[src/rtl/lcmo_pkg.sv]
`timescale 1ns / 1ps

package lcmo_pkg;

    localparam int FB_W     = 8;
    localparam int PERIOD_W = 8;
    localparam logic [PERIOD_W-1:0] PERIOD_MAX = 8'hFF;

    // Verdict of the merge stage for the current matrix power
    typedef struct packed {
        logic done;     // search ends this cycle
        logic found;    // power equals the identity
    } t_verdict;

endpackage

[src/rtl/lcmo_lane.sv]
`timescale 1ns / 1ps

// One row of the running matrix power. Multiplying by the companion matrix
// shifts the row up one column and folds the feedback row in when the top
// column was set.
module lcmo_lane #(
    parameter int DEGREE = 8,
    parameter int LANE   = 0
) (
    input  logic              i_clk,
    input  logic              i_load,
    input  logic              i_step,
    input  logic [DEGREE-1:0] i_fb,
    output logic              o_match
);

    localparam logic [DEGREE-1:0] UNIT_ROW = DEGREE'(1) << LANE;

    logic [DEGREE-1:0] r_row;
    logic [DEGREE-1:0] n_row;
    logic [DEGREE-1:0] load_row;

    generate
        if (LANE < DEGREE - 1) begin : g_shift_row
            assign load_row = DEGREE'(1) << (LANE + 1);
        end else begin : g_fb_row
            assign load_row = i_fb;
        end
    endgenerate

    always_comb begin
        n_row = r_row;
        if (i_load) begin
            n_row = load_row;
        end else if (i_step) begin
            n_row = {r_row[DEGREE-2:0], 1'b0} ^ (r_row[DEGREE-1] ? i_fb : '0);
        end
    end

    always_ff @(posedge i_clk) begin
        r_row <= n_row;
    end

    assign o_match = (r_row == UNIT_ROW);

endmodule

[src/rtl/lcmo_merge.sv]
`timescale 1ns / 1ps

// Combines the per-row matches into the identity test and ends the search
// at the power bound.
module lcmo_merge #(
    parameter int DEGREE = 8
) (
    input  logic [DEGREE-1:0] i_match,
    input  logic [DEGREE:0]   i_count,
    output lcmo_pkg::t_verdict o_verdict
);

    localparam logic [DEGREE:0] LIMIT = (DEGREE+1)'(1) << DEGREE;

    logic identity;

    assign identity        = &i_match;
    assign o_verdict.found = identity;
    assign o_verdict.done  = identity || (i_count == LIMIT);

endmodule

[src/rtl/lfsr_companion_matrix_order.sv]
`timescale 1ns / 1ps

// Order of an LFSR companion matrix over GF(2).
// Request channel: drive i_feedback_row and pulse start; the request is
// taken on a rising edge with start high and busy low. Bit j of the row is
// feedback coefficient c_j; bits at or above DEGREE are ignored.
// Result channel: o_valid is high for exactly one cycle with o_period,
// o_singular and o_maximal; the receiver cannot hold it off.
// Timing: a row with c_0 clear (singular) answers in the cycle after the
// request. Otherwise the matrix power advances by one multiply per cycle,
// one lane per row working in parallel, until the power equals the identity
// or the count reaches 2^DEGREE; busy stays high meanwhile. One request is
// worked on at a time: a new one is taken only once the last is answered.
// o_period saturates at 255 for larger orders; o_maximal follows the full
// order. Reset (synchronous, active low) drops busy and any pending strobe.
module lfsr_companion_matrix_order #(
    parameter int DEGREE = 8
) (
    input  logic                          i_clk,
    input  logic                          i_rst_n,
    input  logic                          start,
    output logic                          busy,
    input  logic [lcmo_pkg::FB_W-1:0]     i_feedback_row,
    output logic                          o_valid,
    output logic [lcmo_pkg::PERIOD_W-1:0] o_period,
    output logic                          o_singular,
    output logic                          o_maximal
);

    localparam int CNT_W = DEGREE + 1;
    localparam logic [CNT_W-1:0] LIMIT = CNT_W'(1) << DEGREE;
    localparam logic [CNT_W-1:0] FULL  = LIMIT - CNT_W'(1);

    logic [DEGREE-1:0] fb_in;
    logic [DEGREE-1:0] r_fb;
    logic [DEGREE-1:0] match;
    logic [CNT_W-1:0]  r_count;
    logic [CNT_W-1:0]  n_count;
    logic              r_run;
    logic              n_run;
    logic              r_valid;
    logic              n_valid;
    logic [lcmo_pkg::PERIOD_W-1:0] r_period;
    logic [lcmo_pkg::PERIOD_W-1:0] n_period;
    logic              r_singular;
    logic              n_singular;
    logic              r_maximal;
    logic              n_maximal;
    logic              accept;
    logic              load;
    logic              step;
    logic [31:0]       count_ext;
    lcmo_pkg::t_verdict verdict;

    genvar j;
    generate
        for (j = 0; j < DEGREE; j++) begin : g_fb
            if (j < lcmo_pkg::FB_W) begin : g_used
                assign fb_in[j] = i_feedback_row[j];
            end else begin : g_zero
                assign fb_in[j] = 1'b0;
            end
        end
    endgenerate

    assign accept = start && !r_run;
    assign load   = accept && fb_in[0];
    assign step   = r_run && !verdict.done;

    always_ff @(posedge i_clk) begin
        if (load) begin
            r_fb <= fb_in;
        end
    end

    generate
        for (j = 0; j < DEGREE; j++) begin : g_lane
            lcmo_lane #(
                .DEGREE (DEGREE),
                .LANE   (j)
            ) u_lane (
                .i_clk   (i_clk),
                .i_load  (load),
                .i_step  (step),
                .i_fb    ((j == DEGREE - 1) && load ? fb_in : r_fb),
                .o_match (match[j])
            );
        end
    endgenerate

    lcmo_merge #(
        .DEGREE (DEGREE)
    ) u_merge (
        .i_match   (match),
        .i_count   (r_count),
        .o_verdict (verdict)
    );

    assign count_ext = 32'(r_count);

    always_comb begin
        n_run      = r_run;
        n_count    = r_count;
        n_valid    = 1'b0;
        n_period   = r_period;
        n_singular = r_singular;
        n_maximal  = r_maximal;
        if (r_run) begin
            if (verdict.done) begin
                n_run      = 1'b0;
                n_valid    = 1'b1;
                n_singular = 1'b0;
                if (verdict.found) begin
                    n_period  = (count_ext > 32'(lcmo_pkg::PERIOD_MAX)) ?
                                lcmo_pkg::PERIOD_MAX :
                                count_ext[lcmo_pkg::PERIOD_W-1:0];
                    n_maximal = (r_count == FULL);
                end else begin
                    n_period  = '0;
                    n_maximal = 1'b0;
                end
            end else begin
                n_count = r_count + CNT_W'(1);
            end
        end else if (accept) begin
            if (fb_in[0]) begin
                n_run   = 1'b1;
                n_count = CNT_W'(1);
            end else begin
                // no constant term: singular, answer at once
                n_valid    = 1'b1;
                n_period   = '0;
                n_singular = 1'b1;
                n_maximal  = 1'b0;
            end
        end
    end

    always_ff @(posedge i_clk) begin
        if (!i_rst_n) begin
            r_run   <= 1'b0;
            r_valid <= 1'b0;
        end else begin
            r_run   <= n_run;
            r_valid <= n_valid;
        end
        r_count    <= n_count;
        r_period   <= n_period;
        r_singular <= n_singular;
        r_maximal  <= n_maximal;
    end

    assign busy       = r_run;
    assign o_valid    = r_valid;
    assign o_period   = r_period;
    assign o_singular = r_singular;
    assign o_maximal  = r_maximal;

    a_count_bound: assert property (@(posedge i_clk) disable iff (!i_rst_n)
        r_run |-> (r_count != '0) && (r_count <= LIMIT))
        else $error("power count out of range");

    a_singular_fast: assert property (@(posedge i_clk) disable iff (!i_rst_n)
        (accept && !fb_in[0]) |=> (o_valid && o_singular && !busy))
        else $error("singular request not answered next cycle");

    a_singular_clean: assert property (@(posedge i_clk) disable iff (!i_rst_n)
        (o_valid && o_singular) |-> (o_period == '0) && !o_maximal)
        else $error("singular result carries order");

    a_result_from_run: assert property (@(posedge i_clk) disable iff (!i_rst_n)
        (o_valid && !o_singular) |-> $past(r_run) && !r_run)
        else $error("result without finished search");

    a_maximal_period: assert property (@(posedge i_clk) disable iff (!i_rst_n)
        (o_valid && o_maximal) |-> (o_period != '0))
        else $error("maximal flag with zero period");

endmodule

[config.mk]
export PLATFORM = sky130hd
export DESIGN_NAME = lfsr_companion_matrix_order
export DESIGN_NICKNAME = d
export VERILOG_FILES = /design/src/rtl/lcmo_pkg.sv /design/src/rtl/lcmo_lane.sv /design/src/rtl/lcmo_merge.sv /design/src/rtl/lfsr_companion_matrix_order.sv
export SDC_FILE = /design/constraint.sdc
export NUM_CORES = 1
export LEC_CHECK = 0
export BUFFER_PORTS_ARGS = -buffer_cell sky130_fd_sc_hd__buf_2
export CAP_MARGIN = 40
export CELL_PAD_IN_SITES_DETAIL_PLACEMENT = 0
export CELL_PAD_IN_SITES_GLOBAL_PLACEMENT = 1
export CORE_ASPECT_RATIO = 1.1
export CORE_MARGIN = 3
export CORE_UTILIZATION = 50
export CTS_CLUSTER_DIAMETER = 200
export DETAILED_ROUTE_END_ITERATION = 10
export PLACE_DENSITY = 0.91
export RECOVER_POWER = 25
export SLEW_MARGIN = 20
export SYNTH_ARGS = -nofsm -noshare
export SYNTH_HDL_FRONTEND = slang
export SYNTH_HIERARCHICAL = 1
export SYNTH_SLANG_ARGS = --single-unit
[constraint.sdc]
create_clock -name i_clk -period 9.4 [get_ports i_clk]
set_clock_uncertainty 0.15 [all_clocks]
set_input_delay 0.94 -clock i_clk [delete_from_list [all_inputs] [get_ports i_clk]]
set_output_delay 0.94 -clock i_clk [all_outputs]
set_load 0.01 [all_outputs]
=== Yosys cells after proc, flatten, opt, wreduce, memory -nomap -nowiden ===
Cells that the tools add are included.

* Add/subtract/negate cells: 1
* $mul: 0
* Divide/modulo/power cells: 0
* Order comparisons: 1
* Eq/ne operators: 13
* Shifts and indexed selects: 0
* Multiplexer cells: 38
* Bitwise logic cells: 8
* Reductions and logical operators: 12

{| class="wikitable"
|+ Operators by type and width
! cell !! count
|-
| 8-bit 2-to-1 mux || 17
|-
| 8-bit bitwise XOR || 8
|-
| 9-bit 2-to-1 mux || 4
|-
| 1-bit 2-to-1 mux || 17
|-
| 9-bit by 1-bit adder with 9-bit output (second input constant) || 1
|-
| 9-bit by 8-bit equality test with 1-bit output (second input constant) || 1
|-
| 9-bit equality test (second input constant) || 1
|-
| 9-bit by 8-bit greater-than comparator with 1-bit output (second input constant) || 1
|-
| 8-bit by 1-bit equality test with 1-bit output (second input constant) || 1
|-
| 8-bit by 2-bit equality test with 1-bit output (second input constant) || 1
|-
| 8-bit by 3-bit equality test with 1-bit output (second input constant) || 1
|-
| 8-bit by 4-bit equality test with 1-bit output (second input constant) || 1
|-
| 8-bit by 5-bit equality test with 1-bit output (second input constant) || 1
|-
| 8-bit by 6-bit equality test with 1-bit output (second input constant) || 1
|-
| 8-bit by 7-bit equality test with 1-bit output (second input constant) || 1
|-
| 8-bit equality test (second input constant) || 1
|-
| 8-bit AND reduction || 1
|-
| 3-bit AND reduction || 2
|-
| 2-bit nonzero test || 3
|-
| 2-bit by 1-bit inequality test with 1-bit output (second input constant) || 2
|-
| 1-bit logical AND || 3
|-
| 1-bit logical NOT || 2
|-
| 2-bit inequality test (second input constant) || 1
|-
| 1-bit logical OR || 1
|}

* Bits in registers: 93
* Latch bits: 0
* RAM bits: 0
* ROM bits: 0
* Bits of input ports: 11
* Output and inout port bits: 12
* Word-level logic and storage cells: 88
* Memories: 0

=== Depth between registers and ports, before layout ===
* Depth in word-level cells: 8
* Depth in mapped cells: 12
* Gate-level depth less buffers: 9

=== Hierarchy ===
Netlist, hierarchy kept.

{| class="wikitable"
|+ Modules (own cells, without submodules)
! module !! instances !! cells each !! area each (µm²) !! sequential area each (µm²)
|-
| lcmo_lane at g_lane[0].u_lane ... || 6 || 48 || 385.4 || 160.2
|-
| lfsr_companion_matrix_order || 1 || 98 || 1183.6 || 770.7
|-
| lcmo_lane at g_lane[7].u_lane || 1 || 39 || 486.7 || 240.2
|-
| lcmo_lane at g_lane[6].u_lane || 1 || 47 || 440.4 || 160.2
|-
| lcmo_merge || 1 || 8 || 55.1 || 0.0
|}

=== Least setup slack after synthesis ===
Ideal clock, no wire load.

* Kind: register -> register
* Start: register g_lane[6].u_lane.r_row[7]
* End: register g_lane[6].u_lane.r_row[7]
* Library setup time: 0.116 ns
* Data arrival time: 2.954 ns
* Data required time: 9.134 ns
* Path slack: 6.181 ns
* Cell stages (with the launch flop): 12
* Buffers on the path: 3
* Clock period less this slack: 3.219 ns
* Cells stage by stage: dfxtp_1 > clkbuf_2 > buf_6 > nor2_1 > and4b_1 > nand4_1 > nor2_1 > a41o_1 > nor2_1 > buf_4 > or3b_1 > a31o_1

{| class="wikitable"
|+ RTL lines
! item !! line !! RTL
|-
| start, declared || lcmo_lane.sv:19 || <nowiki>logic [DEGREE-1:0] r_row;</nowiki>
|-
| start signal, assigned || lcmo_lane.sv:41 || <nowiki>r_row <= n_row;</nowiki>
|}

==> flow_metrics.tcl <==
set metrics [dict create \
    antennaDiodeCount 0 \
    grt_pass1_wl_mm 16.17 \
    wl_per_cell_um 15.45 \
    fp.dieArea_mm2 0.01013 \
    insertion_delay_ps 360 \
    cts_setup_buffers 0 \
    synth_cell_types 48 \
    hold_start "g_lane[6].u_lane/r_row[0]" \
    final_cell_mix "66 x dfxtp_1, 65 x nor2_1, 60 x nand2_1, 32 x xor2_1, 30 x a211oi_1" \
    drive_gt1_share_pct 9.109 \
    first_global_vias 3295 \
    period_needed_ps 2926 \
    die_x_um 96.23 \
    yosys_most_used_dff "dfxtp_1" \
    setup_viol_count_final 0 \
    fin_util_pct 56.12 \
    drt_wl_total_mm 9.350 \
    grt_max_degree 75 \
    fmaxAchievable_mhz 341.8 \
    reg2reg_slack_ps 6470 \
    io_buffers 22 \
    cp-start-kind "flop" \
    post-place-cells 588 \
    synthesis.area_mm2 0.004478 \
    rsz0062_at_grt "false" \
    r2r-start "g_lane[6].u_lane/r_row[7]" \
    min_path_cells 2 \
    hold_violations 0 \
    syn_avg_cell_area_um2 9.329 \
    crit_path_cell_trace "nor2_1 -> and4b_1 -> nand4_1 -> nor2_1 -> a41o_1 -> nor2_4 -> buf_4 -> buf_16 -> inv_1 -> or3_1 -> nand4b_1" \
    viasPerCell 5.698 \
    final_nets 502 \
    worstMarginPinSlew_ps 639.9 \
    vdd_ir_drop_max_uv 105.3 \
    maxSlewHeadroom_pct 57.28 \
    final_cells 605 \
    grt.overflow.total 0 \
    root_buffer "clkbuf_8" \
    yosysWarningCount 6 \
    holdPathEnd "g_lane[6].u_lane/r_row[0]" \
    required_ps 9540 \
    detail-route-antenna-nets 0 \
    placed_area_mm2 0.004629 \
    cts_sinks 93 \
    status "finished, final reports clean" \
    post-route-drc-count 0 \
    ys_ff_latch 93 \
    core_mm2 0.008539 \
    vias 3447 \
    crit_path_start "g_lane[6].u_lane/r_row[7]" \
    layout-area-overhead-vs-synth_pct 7.013 \
    cts_hold_buf 0 \
    final_area_mm2 0.004792 \
    grt_usage_pct 20.01 \
    cts_tree "built" \
    cts_max_level 3 \
    p_per_area_mw_per_mm2 211.7 \
    slew_viol_final 0 \
    cpMostUsedCell "nor2_1" \
    cts_buffer_depth 2 \
    slowest_delay_ps 660 \
    start_util_pct 52.44 \
    p_leak_nw 1.691 \
    std_cell_rows 35 \
    synthCells 480 \
    min_period_over_period_pct 31.12 \
    crit_fanout 74 \
    ys_seq_area_share_pct 47.61 \
    fin_setup_tns_ps 0 \
    synthArstFlopShare_pct 0 \
    drtPass1Iterations 4 \
    die_h_um 105.3 \
    fin_total_pwr_mw 1.014 \
    r2r-end "g_lane[4].u_lane/r_row[5]" \
    crit_path_top_delay_cell "dfxtp_1" \
    crit_family "simple AND/OR/NAND/NOR gates" \
    endpoint_kind "flop" \
    synth_edf_count 27 \
    crit_type "reg2reg" \
    routabilityCongestion 0.7687 \
    cts.repair.resized 0 \
    cts.clk_slew.worst_paths_ps 100 \
    io_pins 23 \
    rr_worst_depth 11 \
    antenna_found_initial 0 \
    hp-class "reg2reg" \
    dp_hpwl_mm 5.991 \
    final_common_cell "dfxtp_1" \
    drt_iter0_markers 216 \
    arrival_ps 3070 \
    syn_nets 493 \
    critical_path_buf_inv_count 3 \
    maxCapViolCount 0 \
    cts-buffers-inserted 9 \
]
## where the power goes
part / internal, mW / total (mW) / switching [mW] / leakage [nW]
Clock: 0.0974 / 0.241 / 0.144 / 0.0755
Combinational: 0.0987 / 0.192 / 0.0930 / 0.813
Sequential: 0.485 / 0.581 / 0.0959 / 0.802
Total: 0.681 / 1.01 / 0.333 / 1.69
## cell type report
class / count / area [um2]
Timing Repair Buffer: 27 / 166.4
Fill cell: 779 / 3747
Clock buffer: 10 / 127.6
Sequential cell: 93 / 2132
Inverter: 10 / 37.54
Multi-Input combinational cell: 348 / 2145
Tap cell: 111 / 138.9
Clock inverter: 6 / 45.04
## state kept, by name, indices dropped and copies added (netlist names)
register	flops
o_valid	1
r_count	9
busy	1
o_maximal	1
g_lane.u_lane/r_row	64
o_singular	1
o_period	8
r_fb	8
## through the flow
step	hold slack, ps	setup WS, ps
2_1_floorplan	306.5	6181
3_3_place_gp	327.7	6267
3_5_place_dp	335.0	6418
6_report	346.0	6474
4_1_cts	349.1	6505
5_1_grt	378.8	6267
## how the worst max path moves through the flow
stage,end,slack (ps),cells after the start
6_report,g_lane[4].u_lane/r_row[5],6470,11
5_1_grt,g_lane[3].u_lane/r_row[4],6270,11
4_1_cts,g_lane[4].u_lane/r_row[5],6510,11
3_5_place_dp,g_lane[7].u_lane/r_row[5],6420,6
3_3_place_gp,g_lane[7].u_lane/r_row[5],6270,5
2_1_floorplan,g_lane[6].u_lane/r_row[7],6180,11
## metal layers
metal	GRT usage (%)	vias to the layer above	part of all wire (%)
met5	0	-	0
met4	6.301	0	1.5
met2	29.70	62	47
met1	29.22	1654	47
li1	-	1718	-
met3	3.854	13	4.1
## worst register-to-register path, cell delays in order, from the launching register on
cell and delay [ps]:
dfxtp_1 660, nor2_1 100, and4b_1 200, nand4_1 90, nor2_1 80, a41o_1 260
nor2_4 90, buf_4 310, buf_16 310, inv_1 160, or3_1 380, nand4b_1 90
## cells by family (layout without fill, tap and decap cells)
kind of cell             after synthesis  count (layout)  share of synthesized area [%]
buffers and inverters                 39              53                          4.582
multiplexers                           9               9                          2.207
flip-flops                            93              93                          47.61
AO/OA/AOI/OAI                         75              75                          12.43
XOR/XNOR                              33              33                          6.454
adder cells (fa/ha/maj)                2               2                         0.5587
AND/OR/NAND/NOR                      229             229                          26.15
## cell usage after synthesis (all sizes together), types with 2 or more instances
master,instances,area (um2)
nand2,60,225.2
o21ai,9,45.04
a21bo,6,60.06
nor2,66,247.7
mux2i,2,20.02
or3,7,43.79
dfxtp,66,1321
and4b,8,80.08
nand4b,12,105.1
ha,2,25.02
nor4,9,62.56
buf,27,158.9
nor2b,14,87.58
inv,10,37.54
nand3b,7,56.30
o221a,6,67.56
nand3,24,120.1
and3,4,26.28
mux2,7,78.83
nand4,4,25.02
and2,4,25.02
a311oi,6,52.55
nand2b,5,31.28
clkbuf,2,8.750
edfxtp,27,810.8
xor2,32,280.3
or2,2,12.52
a211oi,30,225.2
a21oi,14,70.07
No activity file was read; power rests on OpenSTA's default activity.
